$ cat src/hdl/tnls_pkg.sv
// Shared types and constants for the tensor nonzero lexicographic sort unit.
// No dependencies.
package tnls_pkg;

  localparam int unsigned NUM_IN_COORDS = 4;
  localparam int unsigned NUM_KEYS      = 4;
  localparam int unsigned CFG_IDX_W     = 3;
  localparam int unsigned CFG_DATA_W    = 3;

  // configuration register indexes
  localparam logic [CFG_IDX_W-1:0] REG_MODE_COUNT = 3'd0;
  localparam logic [CFG_IDX_W-1:0] REG_KEY_MODE_0 = 3'd1;
  localparam logic [CFG_IDX_W-1:0] REG_KEY_MODE_1 = 3'd2;
  localparam logic [CFG_IDX_W-1:0] REG_KEY_MODE_2 = 3'd3;
  localparam logic [CFG_IDX_W-1:0] REG_KEY_MODE_3 = 3'd4;

  localparam logic [2:0] MODE_COUNT_RST = 3'd3;
  localparam logic [2:0] MODE_COUNT_MIN = 3'd2;
  localparam logic [2:0] MODE_COUNT_MAX = 3'd4;

  typedef struct packed {
    logic [31:0] coord_0;
    logic [31:0] coord_1;
    logic [31:0] coord_2;
    logic [31:0] coord_3;
    logic [63:0] payload;
    logic        last_item;
  } in_word_t;

  typedef struct packed {
    logic [31:0] out_coord_0;
    logic [31:0] out_coord_1;
    logic [31:0] out_coord_2;
    logic [31:0] out_coord_3;
    logic [63:0] out_payload;
    logic        out_last;
    logic        dropped;
  } out_word_t;

  // broadcast to every cell of the chain
  typedef struct packed {
    logic                           insert;
    logic                           shift_out;
    logic [2:0]                     mode_cnt;
    logic [NUM_KEYS-1:0][1:0]       key_mode;
  } cell_cmd_t;

endpackage

$ cat src/hdl/tnls_cell.sv
// One slot of the insertion chain: holds a record, compares it with the
// broadcast word and takes the new word or its neighbor's record. Uses tnls_pkg.
module tnls_cell #(
  parameter int unsigned NM = 4,
  parameter int unsigned CB = 32
) (
  input  logic                    clk_i,
  input  logic                    rst_ni,
  input  tnls_pkg::cell_cmd_t     cmd_i,
  input  logic [NM-1:0][CB-1:0]   new_coord_i,
  input  logic [63:0]             new_payload_i,
  input  logic [NM-1:0][CB-1:0]   prev_coord_i,
  input  logic [63:0]             prev_payload_i,
  input  logic                    prev_valid_i,
  input  logic                    prev_gt_i,
  input  logic [NM-1:0][CB-1:0]   next_coord_i,
  input  logic [63:0]             next_payload_i,
  input  logic                    next_valid_i,
  output logic [NM-1:0][CB-1:0]   coord_o,
  output logic [63:0]             payload_o,
  output logic                    valid_o,
  output logic                    gt_o
);

  logic [NM-1:0][CB-1:0] coord_q, coord_d;
  logic [63:0]           payload_q, payload_d;
  logic                  valid_q, valid_d;
  logic                  new_lt;
  logic                  key_on;
  logic [CB-1:0]         key_a, key_b;

  function automatic logic [CB-1:0] pick(input logic [NM-1:0][CB-1:0] c,
                                         input logic [1:0] m);
    logic [CB-1:0] r;
    r = '0;
    for (int i = 0; i < NM; i++) begin
      if (m == 2'(i)) r = c[i];
    end
    return r;
  endfunction

  // lexicographic new < stored, last key first so the first key dominates
  always_comb begin
    new_lt = 1'b0;
    key_on = 1'b0;
    key_a  = '0;
    key_b  = '0;
    for (int k = tnls_pkg::NUM_KEYS - 1; k >= 0; k--) begin
      key_on = (3'(k) < cmd_i.mode_cnt) && ({1'b0, cmd_i.key_mode[k]} < cmd_i.mode_cnt);
      key_a  = pick(new_coord_i, cmd_i.key_mode[k]);
      key_b  = pick(coord_q, cmd_i.key_mode[k]);
      if (key_on) new_lt = (key_a < key_b) | ((key_a == key_b) & new_lt);
    end
  end

  // empty slots count as greater than anything
  assign gt_o = !valid_q || new_lt;

  always_comb begin
    coord_d   = coord_q;
    payload_d = payload_q;
    valid_d   = valid_q;
    if (cmd_i.shift_out) begin
      coord_d   = next_coord_i;
      payload_d = next_payload_i;
      valid_d   = next_valid_i;
    end else if (cmd_i.insert && gt_o) begin
      if (prev_gt_i) begin
        // shift up; an empty neighbor leaves this slot empty
        valid_d   = prev_valid_i;
        coord_d   = prev_coord_i;
        payload_d = prev_payload_i;
      end else begin
        valid_d   = 1'b1;
        coord_d   = new_coord_i;
        payload_d = new_payload_i;
      end
    end
  end

  always_ff @(posedge clk_i or negedge rst_ni) begin
    if (!rst_ni) begin
      valid_q <= 1'b0;
    end else begin
      valid_q <= valid_d;
    end
  end

  always_ff @(posedge clk_i) begin
    coord_q   <= coord_d;
    payload_q <= payload_d;
  end

  assign coord_o   = coord_q;
  assign payload_o = payload_q;
  assign valid_o   = valid_q;

endmodule

$ cat config.mk
export PLATFORM = sky130hd
export DESIGN_NAME = tnls_cell
export DESIGN_NICKNAME = d
export VERILOG_FILES = /design/src/hdl/tnls_pkg.sv /design/src/hdl/tnls_cell.sv
export SDC_FILE = /design/constraint.sdc
export NUM_CORES = 1
export LEC_CHECK = 0
export ABC_CLOCK_PERIOD_IN_PS = 7210
export BUFFER_PORTS_ARGS = -buffer_cell sky130_fd_sc_hd__buf_2
export CORE_AREA = 2 2 305 307
export CTS_CLUSTER_SIZE = 25
export DETAILED_ROUTE_END_ITERATION = 16
export DIE_AREA = 0 0 307 309
export PLACE_DENSITY = 0.45
export SYNTH_ARGS = -nofsm -noshare
export SYNTH_HDL_FRONTEND = slang
export SYNTH_SLANG_ARGS = --single-unit
$ cat constraint.sdc
create_clock -name clk_i -period 7.21 [get_ports clk_i]
set_input_delay 0.721 -clock clk_i [delete_from_list [all_inputs] [get_ports clk_i]]
set_output_delay 0.721 -clock clk_i [all_outputs]
set_load 0.005 [all_outputs]
==> results of run 1 <==
sequential cells by signal (all words and copies together), names as in the netlist:
register   count
payload_o     64
valid_o        1
coord_o      128
Yosys cell counts (2+ instances only):
cell                        instances
sky130_fd_sc_hd__buf_1              4
sky130_fd_sc_hd__o2bb2ai_1          2
sky130_fd_sc_hd__buf_4              2
sky130_fd_sc_hd__nor3_1             7
sky130_fd_sc_hd__buf_2             43
sky130_fd_sc_hd__clkbuf_1          72
sky130_fd_sc_hd__ha_1             130
sky130_fd_sc_hd__a31oi_1            3
sky130_fd_sc_hd__nand4_1           27
sky130_fd_sc_hd__o21ai_0          219
sky130_fd_sc_hd__a21oi_1           44
sky130_fd_sc_hd__nand2b_1           3
sky130_fd_sc_hd__a211oi_1          11
sky130_fd_sc_hd__o21a_1             2
sky130_fd_sc_hd__edfxtp_1         192
sky130_fd_sc_hd__nand3_1           10
sky130_fd_sc_hd__o21bai_1           2
sky130_fd_sc_hd__inv_1            135
sky130_fd_sc_hd__a2111oi_0          4
sky130_fd_sc_hd__nor2b_1            9
sky130_fd_sc_hd__a21o_1            11
sky130_fd_sc_hd__mux2i_1          192
sky130_fd_sc_hd__nor4_1             5
sky130_fd_sc_hd__mux4_2           254
sky130_fd_sc_hd__nor2_1             7
sky130_fd_sc_hd__nand2_1          215
final timing paths:
| path | start | endpoint | slack (ps) | depth (start not counted) |
|---|---|---|---|---|
| setup / recovery | cmd_i[6] | gt_o | 1130 | 13 |
| hold / removal | next_coord_i[60] | coord_o[60] | 460 | 3 |
| setup reg to reg | coord_o[27] | coord_o[10] | 2440 | 12 |
| hold reg to reg | valid_o | valid_o | 790 | 4 |
| max in group asynchronous | rst_ni | valid_o | 6610 | 2 |
| min in group asynchronous | rst_ni | valid_o | 510 | 2 |
critical path, cell delays in order:
cell	delay (ps)
sky130_fd_sc_hd__buf_4	550
sky130_fd_sc_hd__buf_12	330
sky130_fd_sc_hd__mux4_2	570
sky130_fd_sc_hd__ha_1	320
sky130_fd_sc_hd__nand4_1	270
sky130_fd_sc_hd__nor3_1	630
sky130_fd_sc_hd__nand3_1	350
sky130_fd_sc_hd__nor3_1	390
sky130_fd_sc_hd__o21ai_0	270
sky130_fd_sc_hd__o2111ai_1	190
sky130_fd_sc_hd__o211ai_2	230
sky130_fd_sc_hd__or2_2	320
sky130_fd_sc_hd__buf_2	140
layer usage:
| metal | track usage | up-vias | routed length (um) | part of all wire |
|---|---|---|---|---|
| met1 | 0.2219 | 8376 | 35360 | 0.39 |
| li1 | - | 7809 | - | - |
| met3 | 0.05063 | 97 | 6640 | 0.074 |
| met4 | 0.05037 | 18 | 1353 | 0.015 |
| met2 | 0.3223 | 725 | 46090 | 0.51 |
| met5 | 0 | - | 110 | 0.0012 |
final cells by class:
cell class	count	area (sq um)	area share
well taps	1186	1484	0.05971
flip-flops and latches	193	5791	0.2330
inverters	135	506.7	0.02039
clock buffers	19	432.9	0.01742
clock inverters	13	147.6	0.005941
multi-input cells	1176	12230	0.4919
diodes	12	30.03	0.001208
repair buffers	809	4234	0.1704
power groups by stage:
stage / logic [mW] / clock network, mW / registers, mW
after global placement: 1.77 / 0 / 1.68
after global routing: 1.93 / 1.09 / 1.68
after CTS: 1.77 / 1.07 / 1.66
final: 1.74 / 1.02 / 1.66
after detailed placement: 1.76 / 0 / 1.68
after floorplan: 0.983 / 0 / 1.61
kinds of logic after synthesis:
group / after synthesis / share of synthesized area
simple gates: 290 / 0.06594
flops: 193 / 0.3043
fa+ha+maj: 130 / 0.08547
buf+inv: 256 / 0.05371
mux: 446 / 0.4016
compound gates: 310 / 0.08902
==> implementation parameters, run 1 <==
Parameter                              Value

Logic synthesis
  Fraction of registers with async set or reset after synthesis    0.005181
  Syn Area/Cell    11.71 sq um
  Leading cell types by total area after synthesis    sky130_fd_sc_hd__edfxtp_1, sky130_fd_sc_hd__mux4_2, sky130_fd_sc_hd__mux2i_1
  Prevailing post-synth register cell    sky130_fd_sc_hd__edfxtp_1
  Warning count from the yosys run    0
  Number of distinct library cell variants in the gate-level netlist after synthesis    46
  Share of Yosys cell area claimed by the top area cell type    0.3030
  Count of flip-flops with a built-in enable after synthesis    192
  Count of mapped cells out of synthesis    1625
  Post-synth top area cell    sky130_fd_sc_hd__edfxtp_1
  Post-Syn Area    19030 sq um
  Sequential-to-total area share from yosys stat    0.3043
  Syn_nets    2349
  Total of flip-flops plus latches after synthesis    193

Global routing
  Antenna violations before repair    44
  Via count of the first global-routing pass    17.30k
  Global-route wire length before repair    124800 um
  Pin count of the biggest net entering global routing    137
  Total routing usage reported by global routing    0.1843
  Total congestion overflow    0

Clocking
  Clock insertion delay at the later pin of the skew report    530 ps
  Sinks on the clock net    193
  Number of buffers inserted by post-CTS setup repair    0
  CTS Root Cell    sky130_fd_sc_hd__clkbuf_16
  Clock transition at the registers of the reported paths    90 ps
  Number of buffers created by CTS    17
  Hold-fix buffers at CTS    1
  Count of H-tree levels built during CTS    4
  # resized after CTS    0
  TritonCTS clock tree    built
  Maximum clock path buffer count    2

Routing
  Number of remaining DRC errors    0
  Number of nets still failing antenna checks after routing    0
  Detailed-routing iteration count for the pre-antenna-repair pass    5
  Via-per-instance ratio    4.805
  Number of vias in the routed layout    17.03k
  Iter 0 DRT Violations    1042
  Detailed-route wire length per cell    25.28 um
  Drt total wl    89560 um

Timing
  Total negative slack for setup checks    0 ps
  Minimum setup slack in the final design    1132 ps
  Portion of the clock cycle consumed by the worst path in the final layout    0.8430
  Hold violation total from the final report    0
  Minimum period implied by the final worst setup slack    6078 ps
  Tightest Pin Transition    948.0 ps
  Clock Skews    18.47 ps
  Maximum operating frequency    0.1645 GHz
  Setup-failing EPs final    0
  Tightest slew margin relative to the limit    0.3680
  Worst hold margin    462.9 ps
  Unrepaired setup endpoints after global routing    no
  Slew Limit Fails    0

Pwr
  Power density over cell area    177.6 nW/um^2
  Cell internal power dissipation    2.782 mW
  Portion of total power attributed to combinational logic    0.394
  Register share of total power    0.375
  Overall Power    4.414 mW
  Switching power share of the total    0.3696
  Leak Pwr    11.00 nW
  Fraction of power consumed by the clock network    0.230
  Worst vdd ir    0.2065 mV
  Switching component of the power    1.631 mW

Die
  Die extent in y    309 um
  Core box area    91390 sq um
  Total I/O pin count    788
  Area of the die    94860 sq um
  Starting density of the core    0.2082
  Die X-Extent    307 um
  Rows    111

Setup path
  Start-to-end type of the worst setup path    in2out
  Crit end category    output port
  Highest fanout seen on the critical path    35
  Startpoint type of the worst setup path    input pin
  Data required time of the worst path    6490 ps
  Arrival time at the worst endpoint    5360 ps

Cells and area
  Count of nets after finishing    3056
  Most frequent cells in the layout    sky130_fd_sc_hd__buf_2, sky130_fd_sc_hd__mux4_2, sky130_fd_sc_hd__o21ai_0, sky130_fd_sc_hd__nand2_1
  Layout Cells excl Fill    3543
  Non-Filler Cell Area, Final    24850 sq um
  Share of layout cells above drive strength 1    0.4687
  Final design utilization    0.2719
  Most common library cell in the layout ignoring fill and taps    sky130_fd_sc_hd__buf_2
  Count of fill cells added during filler insertion    9770
  Area growth from synthesis to final layout    30.58%

Placement
  Number of placed cells counting well taps    3498
  Worst slack at placement    846.7 ps
  Placer congestion estimate    0.8448
  Post-place instance area    24230 sq um
  Half-perimeter wire length after placement    73050 um
  Count of port buffers added during placement    787

Worst hold path
  Worst hold-check path type    in2reg

Flow run
  Total of max-cap violations    0

Run status
  Outcome    finished, final reports clean
Power figures use the tool's default switching activity.
==> inputs of run 2 (changes only) <==
--- a/config.mk
+++ b/config.mk
@@ -5,12 +5,13 @@
 export SDC_FILE = /design/constraint.sdc
 export NUM_CORES = 1
 export LEC_CHECK = 0
-export ABC_CLOCK_PERIOD_IN_PS = 7210
+export ABC_AREA = 1
+export ABC_CLOCK_PERIOD_IN_PS = 5300
 export BUFFER_PORTS_ARGS = -buffer_cell sky130_fd_sc_hd__buf_2
-export CORE_AREA = 2 2 305 307
+export CORE_AREA = 2 2 307 309
 export CTS_CLUSTER_SIZE = 25
 export DETAILED_ROUTE_END_ITERATION = 16
-export DIE_AREA = 0 0 307 309
+export DIE_AREA = 0 0 309 311
 export PLACE_DENSITY = 0.45
 export SYNTH_ARGS = -nofsm -noshare
 export SYNTH_HDL_FRONTEND = slang
==> constraint.sdc (replaced) <==
create_clock -name clk_i -period 5.3 [get_ports clk_i]
set_input_delay 0.53 -clock clk_i [delete_from_list [all_inputs] [get_ports clk_i]]
set_output_delay 0.53 -clock clk_i [all_outputs]
set_load 0.005 [all_outputs]
==> run 2 against run 1 <==
Compared with the run above: sequential cell count is the same; largest cell class unchanged; worst setup slack worse by 450 ps; clock skew grew 5.7 ps; largest power group unchanged.
==> implementation parameters, run 2 <==
Parameter                              Value

Timing
  Clock Skews    24.14 ps
  Slew Limit Fails    0
  Minimum setup slack in the final design    679.6 ps
  Tightest Pin Transition    853.4 ps
  Tightest slew margin relative to the limit    0.4302
  Portion of the clock cycle consumed by the worst path in the final layout    0.8718
  Worst hold margin    312.2 ps
  Hold violation total from the final report    0
  Setup-failing EPs final    0
  Minimum period implied by the final worst setup slack    4620 ps
  Total negative slack for setup checks    0 ps
  Unrepaired setup endpoints after global routing    no
  Maximum operating frequency    0.2164 GHz

Clocking
  # resized after CTS    0
  TritonCTS clock tree    built
  Clock insertion delay at the later pin of the skew report    540 ps
  CTS Root Cell    sky130_fd_sc_hd__clkbuf_16
  Number of buffers created by CTS    17
  Clock transition at the registers of the reported paths    90 ps
  Count of H-tree levels built during CTS    4
  Maximum clock path buffer count    2
  Sinks on the clock net    193

Routing
  Via-per-instance ratio    5.198
  Detailed-route wire length per cell    26.84 um
  Number of nets still failing antenna checks after routing    0
  Number of vias in the routed layout    23.33k
  Number of remaining DRC errors    0
  Detailed-routing iteration count for the pre-antenna-repair pass    6
  Iter 0 DRT Violations    2132
  Drt total wl    120500 um

Setup path
  Crit end category    output port
  Start-to-end type of the worst setup path    in2out
  Data required time of the worst path    4770 ps
  Launching point of the worst reg2reg path    coord_o[56]
  Startpoint type of the worst setup path    input pin
  Highest fanout seen on the critical path    17
  Arrival time at the worst endpoint    4090 ps
  CP Launch Point    cmd_i[1]

Placement
  Worst slack at placement    433.7 ps
  Post-place instance area    23610 sq um
  Count of port buffers added during placement    787
  Half-perimeter wire length after placement    94030 um
  Placer congestion estimate    0.9386
  Number of placed cells counting well taps    4449

Flow run
  Total of max-cap violations    0

Pwr
  Leak Pwr    10.56 nW
  Power density over cell area    235.4 nW/um^2
  Overall Power    5.700 mW
  Worst vdd ir    0.2824 mV

Logic synthesis
  Most used standard cell by instance count after synthesis    sky130_fd_sc_hd__a21oi_1
  Fraction of registers with async set or reset after synthesis    0.005181
  Warning count from the yosys run    0
  Most instantiated cells after synthesis    sky130_fd_sc_hd__a21oi_1, sky130_fd_sc_hd__nand2_1, sky130_fd_sc_hd__o22ai_1
  Sequential-to-total area share from yosys stat    0.3195
  Number of distinct library cell variants in the gate-level netlist after synthesis    37
  Syn Area/Cell    7.155 sq um
  Syn_nets    3257
  Share of Yosys cell area claimed by the top area cell type    0.3181
  Post-Syn Area    18120 sq um
  Count of flip-flops with a built-in enable after synthesis    192
  Post-synth top area cell    sky130_fd_sc_hd__edfxtp_1
  Prevailing post-synth register cell    sky130_fd_sc_hd__edfxtp_1
  Count of mapped cells out of synthesis    2533
  Leading cell types by total area after synthesis    sky130_fd_sc_hd__edfxtp_1, sky130_fd_sc_hd__a21oi_1, sky130_fd_sc_hd__nand2_1
  Total of flip-flops plus latches after synthesis    193

Die
  Area of the die    96100 sq um
  Total I/O pin count    788
  Die X-Extent    309 um
  Die extent in y    311 um
  Core box area    92770 sq um
  Starting density of the core    0.1953
  Rows    112

Cells and area
  Number of flip-flops under the largest register name    128
  Most frequent cells in the layout    sky130_fd_sc_hd__buf_2, sky130_fd_sc_hd__a21oi_1, sky130_fd_sc_hd__nand2_1, sky130_fd_sc_hd__o22ai_1, sky130_fd_sc_hd__nor2_1
  Count of fill cells added during filler insertion    10.62k
  Most common library cell in the layout ignoring fill and taps    sky130_fd_sc_hd__buf_2
  Area growth from synthesis to final layout    33.60%
  Layout Cells excl Fill    4489
  Count of nets after finishing    3939
  Share of layout cells above drive strength 1    0.2844
  Final design utilization    0.2610
  Non-Filler Cell Area, Final    24210 sq um

Global routing
  Global-route wire length before repair    168600 um
  Via count of the first global-routing pass    23.03k
  Total routing usage reported by global routing    0.2433
  Antenna violations before repair    28
  Pin count of the biggest net entering global routing    101
  Total congestion overflow    0

Worst hold path
  Worst hold-check path type    in2reg
  Min-delay src    next_payload_i[52]

Run status
  Outcome    finished, final reports clean
[run 2: kinds of logic after synthesis]
logic type / count (synthesis) / share of synthesized area
AOI/OAI and AO/OA: 1100 / 0.3527
and+or+nand+nor: 746 / 0.1612
buffers and inverters: 364 / 0.07684
DFF: 193 / 0.3195
adders and majority gates: 130 / 0.08975
[run 2: critical path: stages]
cell	delay (ps)
sky130_fd_sc_hd__buf_2	300
sky130_fd_sc_hd__nor2_2	80
sky130_fd_sc_hd__inv_2	360
sky130_fd_sc_hd__buf_4	320
sky130_fd_sc_hd__o22ai_1	100
sky130_fd_sc_hd__a221oi_1	380
sky130_fd_sc_hd__ha_1	190
sky130_fd_sc_hd__inv_1	60
sky130_fd_sc_hd__nor4_1	500
sky130_fd_sc_hd__buf_4	210
sky130_fd_sc_hd__inv_1	30
sky130_fd_sc_hd__nor4_1	270
sky130_fd_sc_hd__buf_4	180
sky130_fd_sc_hd__a41o_1	160
sky130_fd_sc_hd__nand2_1	70
sky130_fd_sc_hd__nand2_2	120
sky130_fd_sc_hd__buf_2	210
[run 2: per-layer routing]
metal  track usage  vias to the layer above  wire length, um
li1              -                    10710                -
met1        0.2948                    11100            48090
met2        0.4224                     1261            59710
met3       0.04781                      243             8449
met4       0.09014                       18             4134
met5             0                        -              106
[run 2: report_power, final]
group          switching [mW]  leakage [nW]  internal, mW
clock                   0.724         0.276         0.622
combinational            1.41          8.36         0.824
sequential              0.213          1.93          1.91
[run 2: path summary, 6_finish.rpt]
check | end | slack, ps | cells past startpoint
worst max-delay path | gt_o | 680 | 17
worst min-delay path | payload_o[52] | 310 | 3
worst max register to register | coord_o[36] | 1210 | 16
worst min register to register | valid_o | 810 | 2
max in group asynchronous | valid_o | 4890 | 2
min in group asynchronous | valid_o | 330 | 2
[run 2: what timing repair did]
item,in CTS,in global routing
buffers inserted,0,0
hold buffers,1,0
endpoints found under the hold margin,1,0
[run 2: final cells by class]
type                            instances  area [sq um]  share of cell area
Inverter                              167         639.4             0.02641
Multi-Input combinational cell       1976         11000              0.4544
Clock inverter                         14         147.6            0.006098
Tap cell                             1254          1569             0.06481
Timing Repair Buffer                  860          4617              0.1907
Clock buffer                           18         429.2             0.01773
Antenna cell                            7         17.52           0.0007235
Sequential cell                       193          5791              0.2392
